--- config.mk ---
export PLATFORM = sky130hd
export DESIGN_NAME = tfn_fifo
export DESIGN_NICKNAME = d
export VERILOG_FILES = /design/src/rtl/core/tfn_fifo.sv
export SDC_FILE = /design/constraint.sdc
export NUM_CORES = 1
export LEC_CHECK = 0
export ABC_CLOCK_PERIOD_IN_PS = 6100
export BUFFER_PORTS_ARGS = -buffer_cell sky130_fd_sc_hd__buf_2
export CAP_MARGIN = 20
export CORE_MARGIN = 8
export CORE_UTILIZATION = 59
export CTS_CLUSTER_SIZE = 25
export DETAILED_ROUTE_END_ITERATION = 12
export GPL_ROUTABILITY_DRIVEN = 1
export PLACE_DENSITY = 0.8
export RECOVER_POWER = 100
export SKIP_LAST_GASP = 1
export SLEW_MARGIN = 20
export SYNTH_ARGS = -nofsm -noshare
export SYNTH_HDL_FRONTEND = slang
export SYNTH_SLANG_ARGS = --single-unit
--- constraint.sdc ---
create_clock -name i_clk -period 6.1 [get_ports i_clk]
set_clock_uncertainty 0.1 [all_clocks]
set_input_delay 0.61 -clock i_clk [delete_from_list [all_inputs] [get_ports i_clk]]
set_output_delay 0.61 -clock i_clk [all_outputs]
set_load 0.03 [all_outputs]
--- src/rtl/core/tfn_fifo.sv ---
// Small register queue with first-word-fall-through read.
`timescale 1ns / 1ps
module tfn_fifo #(
    parameter int WIDTH = 8,
    parameter int DEPTH = 4
) (
    input  logic             i_clk,
    input  logic             i_rst_n,
    input  logic             i_push,
    output logic             o_full,
    input  logic [WIDTH-1:0] i_data,
    input  logic             i_pop,
    output logic             o_empty,
    output logic [WIDTH-1:0] o_data
);

    localparam int AW = (DEPTH > 1) ? $clog2(DEPTH) : 1;
    localparam int CW = $clog2(DEPTH + 1);

    logic [WIDTH-1:0] r_mem [DEPTH];
    logic [AW-1:0]    r_wr;
    logic [AW-1:0]    r_rd;
    logic [CW-1:0]    r_count;
    logic             wr_en;
    logic             rd_en;

    assign o_full  = (r_count == CW'(DEPTH));
    assign o_empty = (r_count == '0);
    assign wr_en   = i_push && !o_full;
    assign rd_en   = i_pop && !o_empty;
    assign o_data  = r_mem[r_rd];

    always_ff @(posedge i_clk) begin
        if (wr_en) begin
            r_mem[r_wr] <= i_data;
        end
    end

    always_ff @(posedge i_clk) begin
        if (!i_rst_n) begin
            r_wr    <= '0;
            r_rd    <= '0;
            r_count <= '0;
        end else begin
            if (wr_en) begin
                r_wr <= (r_wr == AW'(DEPTH - 1)) ? '0 : r_wr + 1'b1;
            end
            if (rd_en) begin
                r_rd <= (r_rd == AW'(DEPTH - 1)) ? '0 : r_rd + 1'b1;
            end
            if (wr_en && !rd_en) begin
                r_count <= r_count + 1'b1;
            end else if (rd_en && !wr_en) begin
                r_count <= r_count - 1'b1;
            end
        end
    end

    a_count_up: assert property (@(posedge i_clk) disable iff (!i_rst_n)
        wr_en && !rd_en |=> r_count == $past(r_count) + 1'b1)
        else $error("queue count did not advance on push");
    a_count_bound: assert property (@(posedge i_clk) disable iff (!i_rst_n)
        r_count <= CW'(DEPTH))
        else $error("queue count beyond depth");

endmodule

# After elaboration in Yosys (flattened, before gate mapping)
# Memories as Yosys holds them, arrays and structs flattened. A register that Yosys moved wholly into a read port is not among the register bits.
# Cells that the tools add are included.
# op_classes
n_addsub	4
n_eq_ne	3
muxes	8
reduce_logical	10
# ops
cell	n
2-to-1 mux 2 bit	4
2-to-1 mux 3 bit	2
adder 2 x 1 -> 2 bit, second input constant	2
equality test 2 bit, second input constant	2
logical AND 1 bit	4
zero test 1 bit	4
adder 3 x 1 -> 3 bit, second input constant	1
equality test 3 bit, second input constant	1
zero test 3 bit	1
subtractor 3 x 1 -> 3 bit, second input constant	1
2-to-1 mux 1 bit	2
nonzero test 2 bit	1
# word_totals
register_bits	7
ram_bits	32
out_inout_bits	10
memories	1
# mem_list
name	depth	width	read_ports	rd_ports_with_merged_regs	wr	line	rtl
r_mem	4	8	1	1	1	20	logic [WIDTH-1:0] r_mem [DEPTH];

# Depth between registers and ports, before layout
# Gate-level depths: netlist (run 1).
# depth
ltp_word	7
mapped_depth	9
depth_no_buf	8

# Worst setup path before layout (run 1)
# No wires, ideal clock.
# synth_path
kind	input port to flip-flop
from	in i_push
to	reg r_count[2]
setup_ns	0.076
t_arrival_ns	2.034
required_time_ns	5.924
path_slack_ns	3.890
stages	8
path_cell_list	nor2b_1 > buf_2 > ha_1 > inv_1 > fa_1 > xor2_1 > or3_1 > a21boi_0
# synth_between
elab_chain_len	4
word_cells_on_any_way	6
cone_classes	mux (1); reduce/logical (5)
# synth_rtl
element	line	rtl
start: declaration	9	input logic i_push,
logical AND 1 bit *	29	assign wr_en = i_push && !o_full;
net wr_en	24	logic wr_en;
zero test 1 bit	53	end else if (rd_en && !wr_en) begin
logical AND 1 bit	53	
nonzero test 2 bit (no source line)	--	
end signal: assignment	52	r_count <= r_count + 1'b1;
end signal: assignment	54	r_count <= r_count - 1'b1;
end: declaration	23	logic [CW-1:0] r_count;
# The timed path passes the listed nets; every way through them passes the cells marked *.
# A chain may end at the register's enable or synchronous reset.

==> metrics.md, run 1 <==
| Metric | Value |
|---|---|
| Status | `finished clean` |
| Final HPWL DP | `1853 um` |
| # DRC | `0` |
| Core area | `2686 sq um` |
| Final setup viols | `0` |
| Power per cell area | `410.7 nW/um^2` |
| Max Clock Freq | `0.3918 GHz` |
| Die Ht | `68.57 um` |
| Tmin final | `2.552 ns` |
| Post-Synthesis Net Count | `112` |
| Clock transition at path regs | `0.11 ns` |
| Total GRT Usage | `12.56%` |
| Hold Crit Start | `i_data[2]` |
| Vias in the first global route | `907` |
| Critical path startpoint category | `flop` |
| CTS tree | `yes` |
| Synth Register Bits | `41` |
| First-pass GRT wire length | `4153 um` |
| Area Growth Syn to Fin | `9.747%` |
| Ys flop type | `edfxtp_1` |
| Num rows | `19` |
| Worst-skew pair later-pin latency | `0.34 ns` |
| Yosys warns | `0` |
| DRT iter0 DRCs | `23` |
| Clk buf depth | `2` |
| Slowest cell on the critical path | `dfxtp_1` |
| Combined buffer and inverter count along the critical path | `1` |
| Post-synthesis cell type count | `23` |
| Peak supply drop | `0.0003284 V` |
| Worst Max-Slew Pin Slew | `0.6068 ns` |
| Final Cycle Share | `41.84%` |
| Reg2reg path depth | `8` |
| Initial antenna violation count | `0` |
| Post-synth EDFFs | `32` |
| Slowest cell delay on critical path | `0.69 ns` |
| Max Cap Violations | `0` |
| Fin. Hold Viols | `0` |
| CP Max Fanout | `8` |
| Synth Instances | `93` |
| Clock Tree Root | `clkbuf_4` |
| Wire length per cell | `17.50 um` |
| Number of I/O port buffers | `21` |
| Hold EP | `r_mem[1][2]` |
| Synth area leader | `edfxtp_1` |
| Arrival time worst endpoint | `1.84 ns` |
| Critical Path RT | `5.39 ns` |
| Full die area | `4701 sq um` |
| Share of the yosys chip area belonging to registers | `69.99%` |
| Reg2reg end | `r_count[2]` |
| Initial Utilization | `60.69%` |
| Final Power | `734.8 uW` |
| Worst slew margin | `59.52%` |
| Vias | `830` |
| RSZ-0062 raised after global routing | `false` |
| Antenna viol nets, final | `0` |
| Min-Delay Path Class | `primary input to flop` |
| Pin count of the biggest net entering global routing | `13` |
| Area contributors post-synth | `edfxtp_1, dfxtp_1, mux4_2` |
| Pleak | `0.6102 nW` |
| Async SR Flop Fraction | `0%` |
| Most common cell in the netlist | `edfxtp_1` |
| Crit-path cells | `mux4_2, clkbuf_1` |
| Antenna cells | `0` |
| First-pass DRT Iterations | `4` |
| Horiz. Die Dim | `68.57 um` |
| Share of cells above drive strength 1 | `15.25%` |
| CTS sink count | `41` |
| Post-CTS Setup Bufs | `0` |
| Final wirelength | `2608 um` |
| CTS Buf Count | `5` |
| Reg2Reg Setup Slack | `3.59 ns` |
| Crit path capture type | `output port` |
| R2R Path Start | `r_count[0]` |
| Hold buffer count at CTS | `0` |
| Nets | `136` |
| IO Pins | `22` |
| GP Congestion | `0.6654` |
| Syn Std Cell Area | `1630 sq um` |
| H-tree levels | `2` |
| Synth top area share | `58.94%` |
| Pre-CTS setup slack | `3.474 ns` |
| Synth cell count leaders | `edfxtp_1, dfxtp_1, mux4_2` |
| CP top delay family | `flip-flops` |
| Final TNS setup | `0 ns` |
| GRT overflow | `0` |
| Hold Path Stages | `1` |
| Post-CTS Resized | `0` |
| Vias per std cell | `5.570` |
| Critical path type | `flop to output port` |
| Final worst slack | `3.548 ns` |
| Final Max Tran Viols | `0` |
| Syn avg cell area | `17.53 sq um` |
## metal layers
layer	vias to the layer above	routed length (um)	track usage, %
li1	397	-	-
met1	402	968	12.66
met2	22	1385	21.02
met3	9	188	5.331
met4	0	66	7.928
met5	-	0	0
## worst max-delay path by stage
stage / end / cells past startpoint / from / slack [ns]
6_report: o_data[0] / 2 / flop / 3.55
5_1_grt: r_count[2] / 8 / r_count[0] / 3.38
4_1_cts: o_data[6] / 2 / flop / 3.52
3_5_place_dp: r_count[2] / 8 / i_push / 3.47
3_3_place_gp: r_count[2] / 8 / i_push / 3.63
2_1_floorplan: r_count[2] / 8 / i_push / 3.89
## sequential cells by signal, indices dropped and copies added, names as in the netlist, named ones only
| name | count |
|---|---|
| r_count | 3 |
| r_mem | 32 |
| r_rd | 2 |
| r_wr | 2 |
## placed cells by master (no fill, tap or decap), drive strengths merged, types with 2 or more instances in the layout
master  Yosys  routed
edfxtp     32      32
clkbuf      1      24
dfxtp       9       9
mux4        8       8
nand2       6       6
ha          6       6
and2        5       5
inv         3       3
mux2i       3       3
o21ai       3       3
buf         3       3
nor2b       2       2
nor2        2       2
nand3       2       2
clkinv      0       2
## stage by stage
stage                     instance area (sq um)  utilization, %  instances  hold slack [ns]
after floorplan                            1630               -         93           0.3677
after global placement                     1757           65.39        141           0.3884
after detailed placement                   1757           65.39        141           0.4230
after CTS                                  1817           67.63        149           0.3669
after global routing                       1789           66.60        149           0.3988
final                                      1789           66.60        149           0.4218
## layout make-up
type                            count  area, sq um
Timing Repair Buffer               21        82.58
Clock buffer                        6        51.30
Tap cell                           31        38.79
Clock inverter                      2        8.758
Multi-Input combinational cell     45        455.4
Fill cell                         201        897.1
Inverter                            3        11.26
Sequential cell                    41         1141
## logic make-up (layout without fill, tap and decap cells)
logic type | after synthesis | count (layout) | share of synthesized area [%]
DFF | 41 | 41 | 69.99
xor gates and xnor gates | 2 | 2 | 1.075
buffers and inverters | 7 | 32 | 1.765
AOI/OAI and AO/OA | 5 | 5 | 1.842
muxes | 11 | 11 | 12.89
adders and majority gates | 7 | 7 | 5.833
and+or+nand+nor | 20 | 20 | 6.600
## power by group
| part | switching, mW | internal [mW] |
|---|---|---|
| clock network | 0.0819 | 0.0543 |
| logic | 0.132 | 0.0856 |
| registers | 0.0375 | 0.344 |
Note: power is estimated with default switching activity, not from simulation.
==> inputs of run 2 (changes only) <==
ABC_CLOCK_PERIOD_IN_PS = 2510   (was 6100)
CORE_UTILIZATION = 55   (was 59)
PLACE_DENSITY = 0.76   (was 0.8)
clock period = 2.51 ns   (was 6.1 ns; I/O delays follow)
==> metrics.md, run 2 (synthesized netlist as in run 1, its figures left out) <==
| Metric | Value |
|---|---|
| Combinational power share | `29.1% (-0.5 points)` |
| Commonest non-fill, non-tap cell in the layout | `edfxtp_1` |
| Total GRT Usage | `11.32% (-1.2 points)` |
| Final Cycle Share | `87.63%` |
| Final Non-Filler Cells | `153 (+2.7%)` |
| Die Ht | `70.45 um (+2.7%)` |
| Final worst slack | `0.3105 ns (-3.237 ns)` |
| Wire length per cell | `16.96 um (-3.1%)` |
| Horiz. Die Dim | `70.45 um (+2.7%)` |
| Switching part of the total | `33.37% (-0.83 points)` |
| Max Cap Violations | `0 (unchanged)` |
| Vias in the first global route | `888 (-2.1%)` |
| IO Pins | `22 (unchanged)` |
| Critical path startpoint category | `flop` |
| Area Growth Syn to Fin | `12.13%` |
| Final TNS setup | `0 ns (unchanged)` |
| CTS Buf Count | `5 (unchanged)` |
| Hold Crit Start | `i_data[4]` |
| Pre-CTS setup slack | `0.3135 ns (-3.160 ns)` |
| Largest register FFs | `32 (unchanged)` |
| Hold EP | `r_mem[3][4]` |
| First-pass DRT Iterations | `4 (unchanged)` |
| Final Power | `1.823 mW (+150%)` |
| Reg2Reg Setup Slack | `0.35 ns (-3.24 ns)` |
| Pleak | `0.6249 nW (+2.4%)` |
| Final Max Tran Viols | `0 (unchanged)` |
| Share of cells above drive strength 1 | `14.75% (-0.50 points)` |
| Initial antenna violation count | `0 (unchanged)` |
| Switching power | `608.3 uW (+140%)` |
| Crit path capture type | `output port` |
| Vias per std cell | `5.595 (+0.44%)` |
| Most flops, register | `r_mem` |
| Hold Path Stages | `1 (unchanged)` |
| Critical path type | `flop to output port` |
| First-pass GRT wire length | `4250 um (+2.3%)` |
| Max Clock Freq | `0.4546 GHz` |
| Fin. Hold Viols | `0 (unchanged)` |
| Final wirelength | `2595 um (-0.50%)` |
| CTS sink count | `41 (unchanged)` |
| CTS tree | `yes` |
| R2R Path Start | `r_count[1]` |
| Clk buf depth | `2 (unchanged)` |
| Regs by FF count | `r_mem (32), r_count (3)` |
| Initial Utilization | `58.61% (-2.1 points)` |
| Arrival time worst endpoint | `1.85 ns (about the same)` |
| Status | `finished clean` |
| Worst slew margin | `57.81% (-1.7 points)` |
| CP Max Fanout | `8 (unchanged)` |
| Peak supply drop | `0.0008643 V (+160%)` |
| GRT overflow | `0 (unchanged)` |
| DRT iter0 DRCs | `31 (+35%)` |
| Number of I/O port buffers | `21 (unchanged)` |
| Worst Max-Slew Pin Slew | `0.6325 ns (+0.02573 ns)` |
| Reg2reg path depth | `7 (-1)` |
| Critical Path RT | `2.16 ns (-3.23 ns)` |
| Most frequent cells in the layout | `edfxtp_1, clkbuf_1, dfxtp_1, mux4_2` |
| Min-Delay Path Class | `primary input to flop` |
| Core area | `2781 sq um (+3.5%)` |
| H-tree levels | `2 (unchanged)` |
| Power per cell area | `997.3 nW/um^2 (+140%)` |
| Internal power | `1.215 mW (+150%)` |
| Num rows | `19 (unchanged)` |
| Area of the multi-input gates | `455.4 sq um (unchanged)` |
| Pin count of the biggest net entering global routing | `14 (+1)` |
| Seq. cell area | `1141 sq um (unchanged)` |
| Clk pwr share | `20.2% (+1.7 points)` |
| Post-CTS Resized | `0 (unchanged)` |
| GP Congestion | `0.6443 (-3.2%)` |
| Worst-skew pair later-pin latency | `0.34 ns (about the same)` |
| Clock Tree Root | `clkbuf_4` |
| Antenna cells | `0 (unchanged)` |
| Sequential Power Share | `50.6% (-1.3 points)` |
| Final setup viols | `0 (unchanged)` |
| RSZ-0062 raised after global routing | `false` |
| Vias | `856 (+3.1%)` |
| Final HPWL DP | `1812 um (-2.2%)` |
| Nets | `140 (+2.9%)` |
| Fillers | `201 (unchanged)` |
| Tmin final | `2.200 ns` |
| # DRC | `0 (unchanged)` |
| Antenna viol nets, final | `0 (unchanged)` |
| Clock transition at path regs | `0.11 ns (about the same)` |
| Placed cell count | `143 (+1.4%)` |
| Reg2reg end | `r_count[2]` |
| Full die area | `4963 sq um (+5.6%)` |
[run 2: cell count changes in the layout (fill, tap and decap cells not counted), sizes merged]
cell,delta
clkinv,-1
clkbuf,+3
dlygate4sd3,+2
[run 2: stage by stage]
step / hold slack, ns / area (sq um) / util [%]
after global routing: 0.07177 / 1828 / 65.72
after floorplan: 0.2499 / 1630 / -
final: 0.06774 / 1828 / 65.72
after CTS: 0.004045 / 1843 / 66.26
after detailed placement: 0.3733 / 1772 / 63.70
after global placement: 0.3616 / 1772 / 63.70
[run 2: worst max-delay path: stages (launching register included)]
cell      delay [ns]
dfxtp_1         0.69
mux4_2          0.58
clkbuf_1        0.24
[run 2: how the worst max path moves through the flow]
stage          depth (start not counted)         end  slack [ns]
2_1_floorplan                          9  r_count[2]        0.31
3_3_place_gp                           7  r_count[2]        0.44
3_5_place_dp                           7  r_count[2]        0.31
4_1_cts                                2   o_data[6]        0.30
5_1_grt                                8  r_count[2]        0.18
6_report                               2   o_data[6]        0.31
[run 2: cell type report]
cell class / instances / area share, %
Tap cell: 31 / 2.122
Clock buffer: 7 / 3.628
Timing Repair Buffer: 25 / 6.023
Multi-Input combinational cell: 45 / 24.91
Clock inverter: 1 / 0.2738
Inverter: 3 / 0.6160
Sequential cell: 41 / 62.42
[run 2: power groups by stage]
stage	registers (mW)	logic (mW)	clock network [mW]
2_1_floorplan	0.890	0.459	0
3_3_place_gp	0.936	0.548	0
3_5_place_dp	0.944	0.563	0
4_1_cts	0.928	0.566	0.380
5_1_grt	0.940	0.579	0.406
6_report	0.923	0.531	0.369
[run 2: timing repair]
action,in CTS,in global routing
endpoints found under the hold margin,0,5
setup endpoints to repair,0,0
setup buffers,0,0
hold buffers,0,2
[run 2: per-layer routing]
layer	wire length, um	global-route usage, %	up-vias	part of all wire, %
met3	191	6.215	6	7.4
li1	-	-	406	-
met1	1087	12.42	417	42
met5	0	0	-	0
met4	44	4.688	0	1.7
met2	1272	17.71	27	49
